===== src/rtl/rvm_pkg.sv =====
`default_nettype none
package rvm_pkg;

   localparam int DataWords = 4096;
   localparam int RetDepth  = 256;
   localparam int NumRegs   = 18;
   localparam int SpPos     = 16;
   localparam int BpPos     = 17;

   typedef struct packed {
      logic [7:0]  mode;
      logic [7:0]  reg_a;
      logic [7:0]  reg_b;
      logic [7:0]  reg_c;
      logic [31:0] literal_word;
   } req_type;

   typedef struct packed {
      logic [15:0]        next_pc;
      logic               out_valid;
      logic signed [31:0] out_value;
      logic               halted;
      logic [2:0]         error_code;
   } rsp_type;

   typedef enum logic [2:0] {
      ERR_NONE    = 3'd0,
      ERR_OPCODE  = 3'd1,
      ERR_DIVZERO = 3'd2,
      ERR_BADREG  = 3'd3,
      ERR_OVERFL  = 3'd4,
      ERR_UNDERFL = 3'd5,
      ERR_UNSUPP  = 3'd6
   } err_type;

   localparam logic [7:0] OP_MOV   = 8'h00;
   localparam logic [7:0] OP_LDI   = 8'h01;
   localparam logic [7:0] OP_JZ    = 8'h02;
   localparam logic [7:0] OP_JP    = 8'h03;
   localparam logic [7:0] OP_OUT   = 8'h04;
   localparam logic [7:0] OP_ADD   = 8'h05;
   localparam logic [7:0] OP_ADDI  = 8'h06;
   localparam logic [7:0] OP_SUB   = 8'h07;
   localparam logic [7:0] OP_SUBI  = 8'h08;
   localparam logic [7:0] OP_MUL   = 8'h09;
   localparam logic [7:0] OP_MULI  = 8'h0A;
   localparam logic [7:0] OP_DIV   = 8'h0B;
   localparam logic [7:0] OP_DIVI  = 8'h0C;
   localparam logic [7:0] OP_MOD   = 8'h0D;
   localparam logic [7:0] OP_MODI  = 8'h0E;
   localparam logic [7:0] OP_LDL   = 8'h0F;
   localparam logic [7:0] OP_HALT  = 8'h10;
   localparam logic [7:0] OP_CALL  = 8'h11;
   localparam logic [7:0] OP_RET   = 8'h12;
   localparam logic [7:0] OP_STD   = 8'h13;
   localparam logic [7:0] OP_LDD   = 8'h14;
   localparam logic [7:0] OP_JNZ   = 8'h15;
   localparam logic [7:0] OP_EQ    = 8'h16;
   localparam logic [7:0] OP_LT    = 8'h17;
   localparam logic [7:0] OP_LE    = 8'h18;
   localparam logic [7:0] OP_GT    = 8'h19;
   localparam logic [7:0] OP_GE    = 8'h1A;
   localparam logic [7:0] OP_UNS0  = 8'h1B;
   localparam logic [7:0] OP_UNS1  = 8'h1C;
   localparam logic [7:0] OP_LDR   = 8'h1D;
   localparam logic [7:0] OP_STR   = 8'h1E;
   localparam logic [7:0] OP_PUSH  = 8'h1F;
   localparam logic [7:0] OP_POP   = 8'h20;
   localparam logic [7:0] OP_LDB   = 8'h21;
   localparam logic [7:0] OP_STB   = 8'h22;

   // controller commands to the datapath
   typedef struct packed {
      logic latch;
      logic check;
      logic div_start;
      logic mem_read;
      logic commit;
      logic fault;
      logic idle;
   } cmd_type;

   typedef struct packed {
      logic      div_done;
      logic      skip;
      logic      is_div;
      logic      is_mem_read;
      logic      bad;
   } stat_type;

endpackage
`default_nettype wire


===== src/rtl/rvm_control.sv =====
`default_nettype none
module rvm_control (
   input  wire logic              clock,
   input  wire logic              reset,
   input  wire logic              req_valid,
   output logic                   req_ready,
   output logic                   rsp_valid,
   input  wire logic              rsp_ready,
   input  wire rvm_pkg::stat_type stat,
   output rvm_pkg::cmd_type       cmd
);

   typedef enum logic [4:0] {
      ST_IDLE  = 5'b00001,
      ST_CHECK = 5'b00010,
      ST_DIV   = 5'b00100,
      ST_MEM   = 5'b01000,
      ST_DONE  = 5'b10000
   } state_type;

   state_type state_ff, state_in;
   logic      rsp_valid_ff, rsp_valid_in;

   always_comb begin
      state_in     = state_ff;
      rsp_valid_in = rsp_valid_ff;
      cmd          = '0;
      req_ready    = 1'b0;
      if (rsp_valid_ff && rsp_ready) begin
         rsp_valid_in = 1'b0;
      end
      case (state_ff)
         ST_IDLE: begin
            req_ready = 1'b1;
            cmd.latch = req_valid;
            if (req_valid) begin
               state_in = ST_CHECK;
            end
         end
         ST_CHECK: begin
            cmd.check = 1'b1;
            if (stat.skip || stat.bad) begin
               state_in = ST_DONE;
            end else if (stat.is_div) begin
               cmd.div_start = 1'b1;
               state_in = ST_DIV;
            end else if (stat.is_mem_read) begin
               cmd.mem_read = 1'b1;
               state_in = ST_DONE;
            end else begin
               state_in = ST_DONE;
            end
         end
         ST_DIV: begin
            if (stat.div_done) begin
               state_in = ST_DONE;
            end
         end
         ST_MEM: state_in = ST_DONE;
         ST_DONE: begin
            if (!rsp_valid_ff || rsp_ready) begin
               cmd.idle   = stat.skip;
               cmd.fault  = !stat.skip && stat.bad;
               cmd.commit = !stat.skip && !stat.bad;
               rsp_valid_in = 1'b1;
               state_in = ST_IDLE;
            end
         end
         default: state_in = ST_IDLE;
      endcase
   end

   always_ff @(posedge clock) begin
      if (reset) begin
         state_ff     <= ST_IDLE;
         rsp_valid_ff <= 1'b0;
      end else begin
         state_ff     <= state_in;
         rsp_valid_ff <= rsp_valid_in;
      end
   end

   assign rsp_valid = rsp_valid_ff;

endmodule
`default_nettype wire


===== config.mk =====
export PLATFORM = sky130hd
export DESIGN_NAME = rvm_control
export DESIGN_NICKNAME = d
export VERILOG_FILES = /design/src/rtl/rvm_pkg.sv /design/src/rtl/rvm_control.sv
export SDC_FILE = /design/constraint.sdc
export NUM_CORES = 1
export LEC_CHECK = 0
export BUFFER_PORTS_ARGS = -buffer_cell sky130_fd_sc_hd__buf_4
export CORE_AREA = 2 2 39 41
export CTS_CLUSTER_SIZE = 14
export DETAILED_ROUTE_END_ITERATION = 10
export DIE_AREA = 0 0 41 43
export GPL_ROUTABILITY_DRIVEN = 0
export MAX_ROUTING_LAYER = met4
export PLACE_DENSITY_LB_ADDON = 0.1
export SYNTH_ARGS = -nofsm -noshare
export SYNTH_HDL_FRONTEND = slang
export SYNTH_SLANG_ARGS = --single-unit
export TNS_END_PERCENT = 30

===== constraint.sdc =====
create_clock -name clock -period 1.55 [get_ports clock]
set_input_delay 0.31 -clock clock [delete_from_list [all_inputs] [get_ports clock]]
set_output_delay 0.31 -clock clock [all_outputs]
set_load 0.01 [all_outputs]

==> results of run 1 <==
-- per-layer routing --
| layer | up-vias | global-route usage [%] | wire length, um |
|---|---|---|---|
| met5 | - | - | 0 |
| met4 | 0 | 6.00 | 0 |
| met3 | 0 | 3.14 | 34 |
| met2 | 7 | 15.6 | 424 |
| met1 | 160 | 13.5 | 329 |
| li1 | 196 | - | - |
-- cells in the final DEF (no fill, tap or decap), types with 2 or more instances in the layout --
cell	n
dfxtp_4	2
clkbuf_4	3
o31ai_1	2
dfxtp_2	2
inv_1	3
nor3b_2	2
and2b_1	2
buf_4	20
nand2_1	2
a21oi_1	3
nor2_1	3
and2_1	2
o21ai_0	2
-- cell type report --
class | count | area [um^2] | area share [%]
sequential | 5 | 110 | 19.2
timing repair buffer | 20 | 150 | 26.2
clock buffer | 4 | 26.3 | 4.59
tap | 16 | 20.0 | 3.49
inverter | 3 | 11.3 | 1.97
multi-input combinational | 32 | 255 | 44.5
-- kinds of logic (layout without fill, tap and decap cells) --
| kind of cell | Yosys count | count (layout) | synth area share (%) |
|---|---|---|---|
| multiplexers | 1 | 1 | 3.01 |
| flip-flops | 5 | 5 | 30.1 |
| AND/OR/NAND/NOR | 23 | 23 | 50.0 |
| buffers and inverters | 3 | 27 | 3.38 |
| AO/OA/AOI/OAI | 8 | 8 | 13.5 |
-- power breakdown --
group	internal, mW	total, mW	leakage (nW)	switching (mW)
registers	0.132	0.141	0.0424	0.00917
logic	0.0388	0.0623	0.209	0.0235
clock network	0.0972	0.148	0.0150	0.0512
total	0.268	0.352	0.266	0.0838
-- worst max-delay path, stage by stage (launching register included) --
cell and delay [ns]:
dfxtp_4 0.36, nor4b_4 0.28, and2_1 0.17, and3b_1 0.15, buf_4 0.11
-- flip-flops by register name (all words and copies together) (netlist names) --
name and flops:
state_ff 4, rsp_valid 1
-- worst paths after layout --
| path | from | to | slack (ns) | depth (start not counted) |
|---|---|---|---|---|
| max | state_ff[4] | cmd[3] | -0.06 | 4 |
| min | reset | state_ff[2] | 0.27 | 2 |
| max reg2reg | state_ff[4] | state_ff[4] | 0.08 | 6 |
| min reg2reg | state_ff[0] | state_ff[0] | 0.57 | 2 |
-- what timing repair did --
action	CTS	global route
endpoints found under the setup margin	6	6
gates resized for setup	12	0
pin swaps	4	4
setup buffers	2	1
==> results.py, run 1 <==
metrics = {
    "critical_path": {
        "worstPathMaxFanout": 5,
        "end_kind": "output port",
        "crit_required_ns": 1.24,
        "crit_type": "flop to output port",
        "startpoint_type": "flop",
        "critPathArrivalTime_ns": 1.30,
    },
    "clock_network": {
        "h-tree-depth": 1,
        "path_clk_slew_ns": 0.04,
        "numCtsBuffers": 3,
        "clk_latency_ns": 0.24,
        "ctsRootBufferMaster": "clkbuf_4",
        "clkSinkCount": 5,
        "hold_buffers": 0,
        "cts_buffer_depth": 2,
        "cts_tree": "built",
    },
    "drt": {
        "dr.pass1.iters": 2,
        "drt.antenna.violating_nets": 0,
        "num_vias": 363,
        "post-route-drc-count": 0,
        "drtIter0Drc": 1,
        "drt_wl_total_um": 788,
        "wire_per_inst_um": 9.85,
        "vias_per_cell": 4.54,
    },
    "die": {
        "initial_core_util_pct": 24.1,
        "core_area_um2": 1380,
        "fp.dieH_um": 43,
        "dieArea_um2": 1760,
        "io-pin-count": 18,
        "num_rows": 14,
        "die_w_um": 41,
    },
    "timing": {
        "skew_ns": 0.00164,
        "fin_hold_ws_ns": 0.269,
        "grt_setup_unrepaired": "yes",
        "worstMarginPinSlew_ns": 0.286,
        "slew_headroom_pct": 80.9,
        "finalMaxSlewViolations": 0,
        "min_period_over_period_pct": 104,
        "period_minus_slack_ns": 1.61,
        "hold_viol": 0,
        "max_freq_ghz": 0.620,
        "finalSetupViolations": 4,
        "worst_slack_ns": -0.0635,
        "setup_tns_ns": -0.135,
    },
    "place": {
        "placed_area_um2": 480,
        "dp_hpwl_um": 610,
        "pre_cts_slack_ns": 0.0790,
        "portBuffers": 17,
        "dp.cells": 73,
    },
    "power_and_ir_drop": {
        "leakage_nw": 0.266,
        "vdd_ir_drop_max_v": 0.000316,
        "total_power_mw": 0.352,
        "power.density_nw_per_um2": 614,
    },
    "yosys": {
        "ys_types": 21,
        "syn_area_um2": 333,
        "yosysWarningCount": 0,
        "synth_area_per_cell_um2": 8.32,
        "async_reset_ff_share_pct": 0,
        "yosys-top-cells-area": "dfxtp_1, nor4b_2, a21oi_1, and2b_1, nor2_1",
        "synth_edf_count": 0,
        "synth.largest_area_cell": "dfxtp_1",
        "synth_fp_nets": 49,
        "ys_seq_area_share_pct": 30.1,
        "synth_cells": 40,
        "synth_ff_type": "dfxtp_1",
        "synth_top_area_share_pct": 30.1,
        "synth.most_common_cell": "dfxtp_1",
        "netlist_top_cells_count": "dfxtp_1, nor2_1, a21oi_1, inv_1",
        "yosys_register_bits": 5,
    },
    "layout": {
        "fin_nets": 74,
        "n_antenna_cell": 0,
        "utilization_pct": 41.4,
        "area_delta_synth_final_pct": 72.2,
        "layout.cells.non_filler": 80,
        "layout-drive-gt1-share_pct": 53.1,
        "fill_cells": 148,
        "fin_area_um2": 573,
    },
    "status": {
        "outcome": "complete, but fails checks",
        "violations": "negative setup slack",
    },
    "global_route": {
        "grtUsageTotal_pct": 11.0,
        "antenna_found_initial": 0,
        "grt_pass1_wl_um": 1300,
        "grt_max_degree": 10,
        "grt_pass1_vias": 314,
        "gr-total-overflow": 0,
    },
    "min_path": {
        "hold_path_class": "primary input to flop",
    },
    "flow_run": {
        "cap_violations": 0,
    },
}
No activity file was read; power rests on OpenSTA's default activity.
==> inputs of run 2 (changes only) <==
--- a/config.mk
+++ b/config.mk
@@ -10,9 +10,9 @@
 export CTS_CLUSTER_SIZE = 14
 export DETAILED_ROUTE_END_ITERATION = 10
 export DIE_AREA = 0 0 41 43
-export GPL_ROUTABILITY_DRIVEN = 0
 export MAX_ROUTING_LAYER = met4
 export PLACE_DENSITY_LB_ADDON = 0.1
+export SETUP_SLACK_MARGIN = 0.02
 export SYNTH_ARGS = -nofsm -noshare
 export SYNTH_HDL_FRONTEND = slang
 export SYNTH_SLANG_ARGS = --single-unit
==> run 2 against run 1 <==
First-iteration DRC count did not move. Worst setup slack gained 0.012 ns. Power is essentially flat. Critical path type unchanged. Combinational power about the same. Global-route usage unchanged. The flow still finishes with violations (negative setup slack). Highest routed layer unchanged.
==> results.py, run 2 (synthesized netlist as in run 1, its figures left out) <==
metrics = {
    "clock_network": {
        "ctsRootBufferMaster": "clkbuf_4",
        "numCtsBuffers": 3,
        "path_clk_slew_ns": 0.04,
        "clkSinkCount": 5,
        "cts_tree": "built",
        "h-tree-depth": 1,
        "clk_latency_ns": 0.24,
        "cts_buffer_depth": 2,
    },
    "drt": {
        "post-route-drc-count": 0,
        "dr.pass1.iters": 2,
        "drt_wl_total_um": 778,
        "vias_per_cell": 4.49,
        "drt.antenna.violating_nets": 0,
        "wire_per_inst_um": 9.60,
        "drtIter0Drc": 1,
        "num_vias": 364,
    },
    "timing": {
        "slew_headroom_pct": 80.9,
        "finalMaxSlewViolations": 0,
        "hold_viol": 0,
        "worst_slack_ns": -0.0515,
        "period_minus_slack_ns": 1.60,
        "skew_ns": 0.00164,
        "grt_setup_unrepaired": "yes",
        "min_period_over_period_pct": 103,
        "max_freq_ghz": 0.624,
        "finalSetupViolations": 4,
        "worstMarginPinSlew_ns": 0.285,
    },
    "power_and_ir_drop": {
        "p_clk_share_pct": 42.2,
        "internal_power_mw": 0.268,
        "total_power_mw": 0.352,
        "vdd_ir_drop_max_v": 0.000316,
        "p_sw_share_pct": 23.8,
        "leakage_nw": 0.270,
        "comb_power_share_pct": 17.7,
        "pwr-share-seq_pct": 40.0,
        "switching_power_mw": 0.0835,
        "power.density_nw_per_um2": 606,
    },
    "layout": {
        "largest_reg_flops": 4,
        "largest-register": "state_ff",
        "n_antenna_cell": 0,
        "layout.cells.non_filler": 81,
        "layout-drive-gt1-share_pct": 53.8,
        "fin_nets": 75,
        "layout_commonest_cell": "buf_4",
        "area_delta_synth_final_pct": 74.4,
        "mostFrequentLayoutCells": "buf_4, inv_1, nor2_1, a21oi_1, clkbuf_4",
    },
    "place": {
        "portBuffers": 17,
        "dp.cells": 73,
        "dp_hpwl_um": 610,
        "routabilityCongestion": 0.670,
    },
    "global_route": {
        "grtUsageTotal_pct": 11.0,
        "gr-total-overflow": 0,
        "grt_pass1_wl_um": 1300,
        "antenna_found_initial": 0,
        "grt_pass1_vias": 314,
        "grt_max_degree": 10,
    },
    "critical_path": {
        "slowest_delay_ns": 0.36,
        "worstPathCellList": "nor4b_4 -> and2_1 -> and3b_1 -> buf_4",
        "startpoint_type": "flop",
        "end_kind": "output port",
        "cp_slowest_cell": "dfxtp_4",
        "crit_required_ns": 1.24,
        "critPathTopFamily": "simple AND/OR/NAND/NOR gates",
        "crit_buf_inv": 1,
        "worstPathMaxFanout": 5,
        "crit_type": "flop to output port",
        "critPathArrivalTime_ns": 1.29,
    },
    "die": {
        "initial_core_util_pct": 24.1,
        "io-pin-count": 18,
        "core_area_um2": 1380,
        "die_w_um": 41,
        "fp.dieH_um": 43,
        "dieArea_um2": 1760,
        "num_rows": 14,
    },
    "flow_run": {
        "cap_violations": 0,
    },
    "min_path": {
        "hold_path_class": "primary input to flop",
    },
    "status": {
        "outcome": "complete, but fails checks",
        "violations": "negative setup slack",
    },
}
[run 2: cell types whose count changed in the layout (fill, tap and decap cells not counted), sizes merged]
cell / previous run / this run
buf: 20 / 21
[run 2: routing by layer]
metal  global-route usage [%]  vias to the layer above  part of all wire (%)
li1                         -                      198                     -
met1                     13.5                      159                    42
met4                     6.00                        0                     0
met3                     3.14                        0                   4.4
met5                        -                        -                     0
met2                     15.6                        7                    53
[run 2: final timing paths]
kind / startpoint / endpoint / slack, ns / cells after the start
worst max-delay path: state_ff[4] / cmd[3] / -0.05 / 4
worst min-delay path: reset / state_ff[2] / 0.27 / 2
worst min register to register: state_ff[0] / state_ff[0] / 0.57 / 2
worst max register to register: state_ff[4] / state_ff[4] / 0.08 / 6
[run 2: layout make-up]
class | instances | area, um^2
Tap cell | 16 | 20.0
Multi-Input combinational cell | 32 | 255
Fill cell | 149 | 803
Timing Repair Buffer | 21 | 158
Inverter | 3 | 11.3
Sequential cell | 5 | 110
Clock buffer | 4 | 26.3
[run 2: metrics by stage]
stage	hold WS, ns	TNS (ns)	util [%]	setup WS [ns]	instance area, um^2
after floorplan	0.379	0	-	0.110	333
after global placement	0.527	0	34.7	0.0887	480
after detailed placement	0.507	0	34.7	0.0790	480
after CTS	0.259	-0.185	40.9	-0.0638	566
after global routing	0.259	-0.634	42.0	-0.155	581
final	0.270	-0.0993	42.0	-0.0515	581
[run 2: power by group through the flow]
stage / logic (mW) / registers, mW / clock network (mW)
2_1_floorplan: 0.0260 / 0.141 / 0
3_3_place_gp: 0.0579 / 0.142 / 0
3_5_place_dp: 0.0575 / 0.142 / 0
4_1_cts: 0.0620 / 0.141 / 0.158
5_1_grt: 0.0694 / 0.142 / 0.170
6_report: 0.0624 / 0.141 / 0.148
[run 2: what timing repair did]
action                                  CTS  global route
buffers inserted                          2             2
endpoints found under the setup margin    6             7
pin swaps                                 4             4
resized for setup                        12             0
hold buffers                              0             0
==> inputs of run 3 (changes only) <==
--- a/config.mk
+++ b/config.mk
@@ -5,6 +5,7 @@
 export SDC_FILE = /design/constraint.sdc
 export NUM_CORES = 1
 export LEC_CHECK = 0
+export ABC_AREA = 1
 export BUFFER_PORTS_ARGS = -buffer_cell sky130_fd_sc_hd__buf_4
 export CORE_AREA = 2 2 39 41
 export CTS_CLUSTER_SIZE = 14
==> run 3 against run 2 <==
The flow now finishes without violations. Clock skew hardly changed. Combinational power is 130% higher. Synthesized cell count is 35% higher. Critical path depth stayed put. Sequential share of layout area is 0.71 points higher. Largest power group is now registers.
==> results.py, run 3 <==
metrics = {
    "power_and_ir_drop": {
        "power.density_nw_per_um2": 824,
        "vdd_ir_drop_max_v": 0.000310,
        "leakage_nw": 0.287,
    },
    "yosys": {
        "yosys_register_bits": 5,
        "synth_area_per_cell_um2": 6.12,
        "synth_edf_count": 0,
        "yosys-top-cells-area": "dfxtp_1, inv_1, nand2_1, nor2_1, nand3_1",
        "synth_top_area_share_pct": 30.3,
        "synth_xor_area_share_pct": 0,
        "yosysWarningCount": 0,
        "synth_top_family_by_area": "simple AND/OR/NAND/NOR gates",
        "async_reset_ff_share_pct": 0,
        "synth_ff_type": "dfxtp_1",
        "synthMuxAreaShare_pct": 0,
        "netlist_top_cells_count": "inv_1, nand2_1, nor2_1",
        "syn_area_um2": 330,
        "synth_compound_area_share_pct": 7.95,
        "synth.most_common_cell": "inv_1",
        "synth-simple-area-share_pct": 45.8,
        "synth_cells": 54,
        "ys_seq_area_share_pct": 30.3,
        "ys_types": 13,
        "synth_fp_nets": 63,
        "synth_fa_ha_area_share_pct": 0,
        "synth.largest_area_cell": "dfxtp_1",
    },
    "status": {
        "outcome": "complete, no violations",
    },
    "place": {
        "routabilityCongestion": 0.773,
        "dp_hpwl_um": 645,
        "dp.cells": 87,
        "portBuffers": 17,
        "placed_area_um2": 478,
    },
    "layout": {
        "n_antenna_cell": 0,
        "mostFrequentLayoutCells": "buf_4, inv_1, nor2_1, nand2_1, nand3_1",
        "fin_area_um2": 541,
        "layout.cells.non_filler": 91,
        "largest-register": "state_ff",
        "largest_reg_flops": 4,
        "layout_commonest_cell": "buf_4",
        "multi_input_area_um2": 208,
        "layout-drive-gt1-share_pct": 49.3,
        "regArea_um2": 106,
        "utilization_pct": 39.1,
        "fin_nets": 85,
        "area_delta_synth_final_pct": 63.6,
        "fill_cells": 158,
    },
    "die": {
        "num_rows": 14,
        "dieArea_um2": 1760,
        "io-pin-count": 18,
        "core_area_um2": 1380,
        "die_w_um": 41,
        "fp.dieH_um": 43,
        "initial_core_util_pct": 23.9,
    },
    "drt": {
        "drt_wl_total_um": 755,
        "vias_per_cell": 4.19,
        "dr.pass1.iters": 2,
        "num_vias": 381,
        "drtIter0Drc": 2,
        "wire_per_inst_um": 8.30,
        "drt.antenna.violating_nets": 0,
        "post-route-drc-count": 0,
    },
    "clock_network": {
        "ctsRootBufferMaster": "clkbuf_4",
        "cts_buffer_depth": 2,
        "path_clk_slew_ns": 0.04,
        "clkSinkCount": 5,
        "h-tree-depth": 1,
        "numCtsBuffers": 3,
        "postCtsSetupRepairBufs": 0,
        "clk_latency_ns": 0.24,
        "cts_tree": "built",
        "hold_buffers": 0,
    },
    "critical_path": {
        "worstPathMaxFanout": 4,
        "end_kind": "output port",
        "startpoint_type": "flop",
        "crit_required_ns": 1.24,
        "r2r_cells": 7,
        "r2r_slack_ns": 0.51,
        "critPathArrivalTime_ns": 1.15,
        "crit_type": "flop to output port",
    },
    "timing": {
        "setup_tns_ns": 0,
        "skew_ns": 0.00131,
        "period_minus_slack_ns": 1.46,
        "fin_hold_ws_ns": 0.257,
        "max_freq_ghz": 0.686,
        "worstMarginPinSlew_ns": 0.211,
        "grt_setup_unrepaired": "yes",
        "hold_viol": 0,
        "min_period_over_period_pct": 94.1,
        "finalMaxSlewViolations": 0,
        "finalSetupViolations": 0,
        "slew_headroom_pct": 85.9,
    },
    "min_path": {
        "hold_path_class": "primary input to flop",
        "holdPathStages": 2,
    },
    "global_route": {
        "antenna_found_initial": 0,
        "grt_pass1_wl_um": 1230,
        "grtUsageTotal_pct": 10.9,
        "grt_max_degree": 6,
        "gr-total-overflow": 0,
        "grt_pass1_vias": 339,
    },
    "flow_run": {
        "cap_violations": 0,
    },
}
run 3: cells by family (layout without fill, tap and decap cells):
kind of cell | count (synthesis) | count (layout)
buffers and inverters | 14 | 35
AO/OA/AOI/OAI | 4 | 4
AND/OR/NAND/NOR | 31 | 31
flip-flops | 5 | 5
run 3: worst max-delay path, cell delays in order (launching register included):
cell and delay, ns:
dfxtp_4 0.35, nor2_4 0.14, nand3_2 0.12, nor3_1 0.15, buf_4 0.15
run 3: metal layers:
metal | global-route usage, % | up-vias | wire, um | part of all wire, %
li1 | - | 206 | - | -
met1 | 11.3 | 160 | 308 | 41
met2 | 16.6 | 13 | 375 | 50
met3 | 1.57 | 2 | 56 | 7.4
met4 | 10.0 | 0 | 14 | 1.9
met5 | - | - | 0 | 0
run 3: layout make-up:
type,instances,share of cell area [%]
Clock buffer,4,4.86
Tap cell,16,3.70
Sequential cell,5,19.7
Multi-Input combinational cell,35,38.4
Timing Repair Buffer,17,23.6
Inverter,14,9.72
run 3: final timing paths:
| kind | endpoint | startpoint |
|---|---|---|
| min reg2reg | rsp_valid | rsp_valid |
| min | state_ff[2] | reset |
| max reg2reg | state_ff[4] | state_ff[0] |
| max | cmd[3] | state_ff[4] |
run 3: what timing repair did:
action | in CTS | in global routing
endpoints found under the hold margin | 0 | 0
resized for setup | 4 | 7
pin swaps | 1 | 2
endpoints found under the setup margin | 1 | 5
run 3: where the power goes:
group	switching, mW	internal [mW]	leakage, nW
sequential	0.0138	0.142	0.0425
combinational	0.0773	0.0658	0.229
clock	0.0492	0.0971	0.0150
total	0.140	0.305	0.287
run 3: metrics by stage:
step	power (mW)	setup slack (ns)
floorplan	0.231	0.332
global placement	0.285	0.249
detailed placement	0.284	0.224
CTS	0.446	0.0308
global route	0.486	0.0205
finish	0.445	0.0912
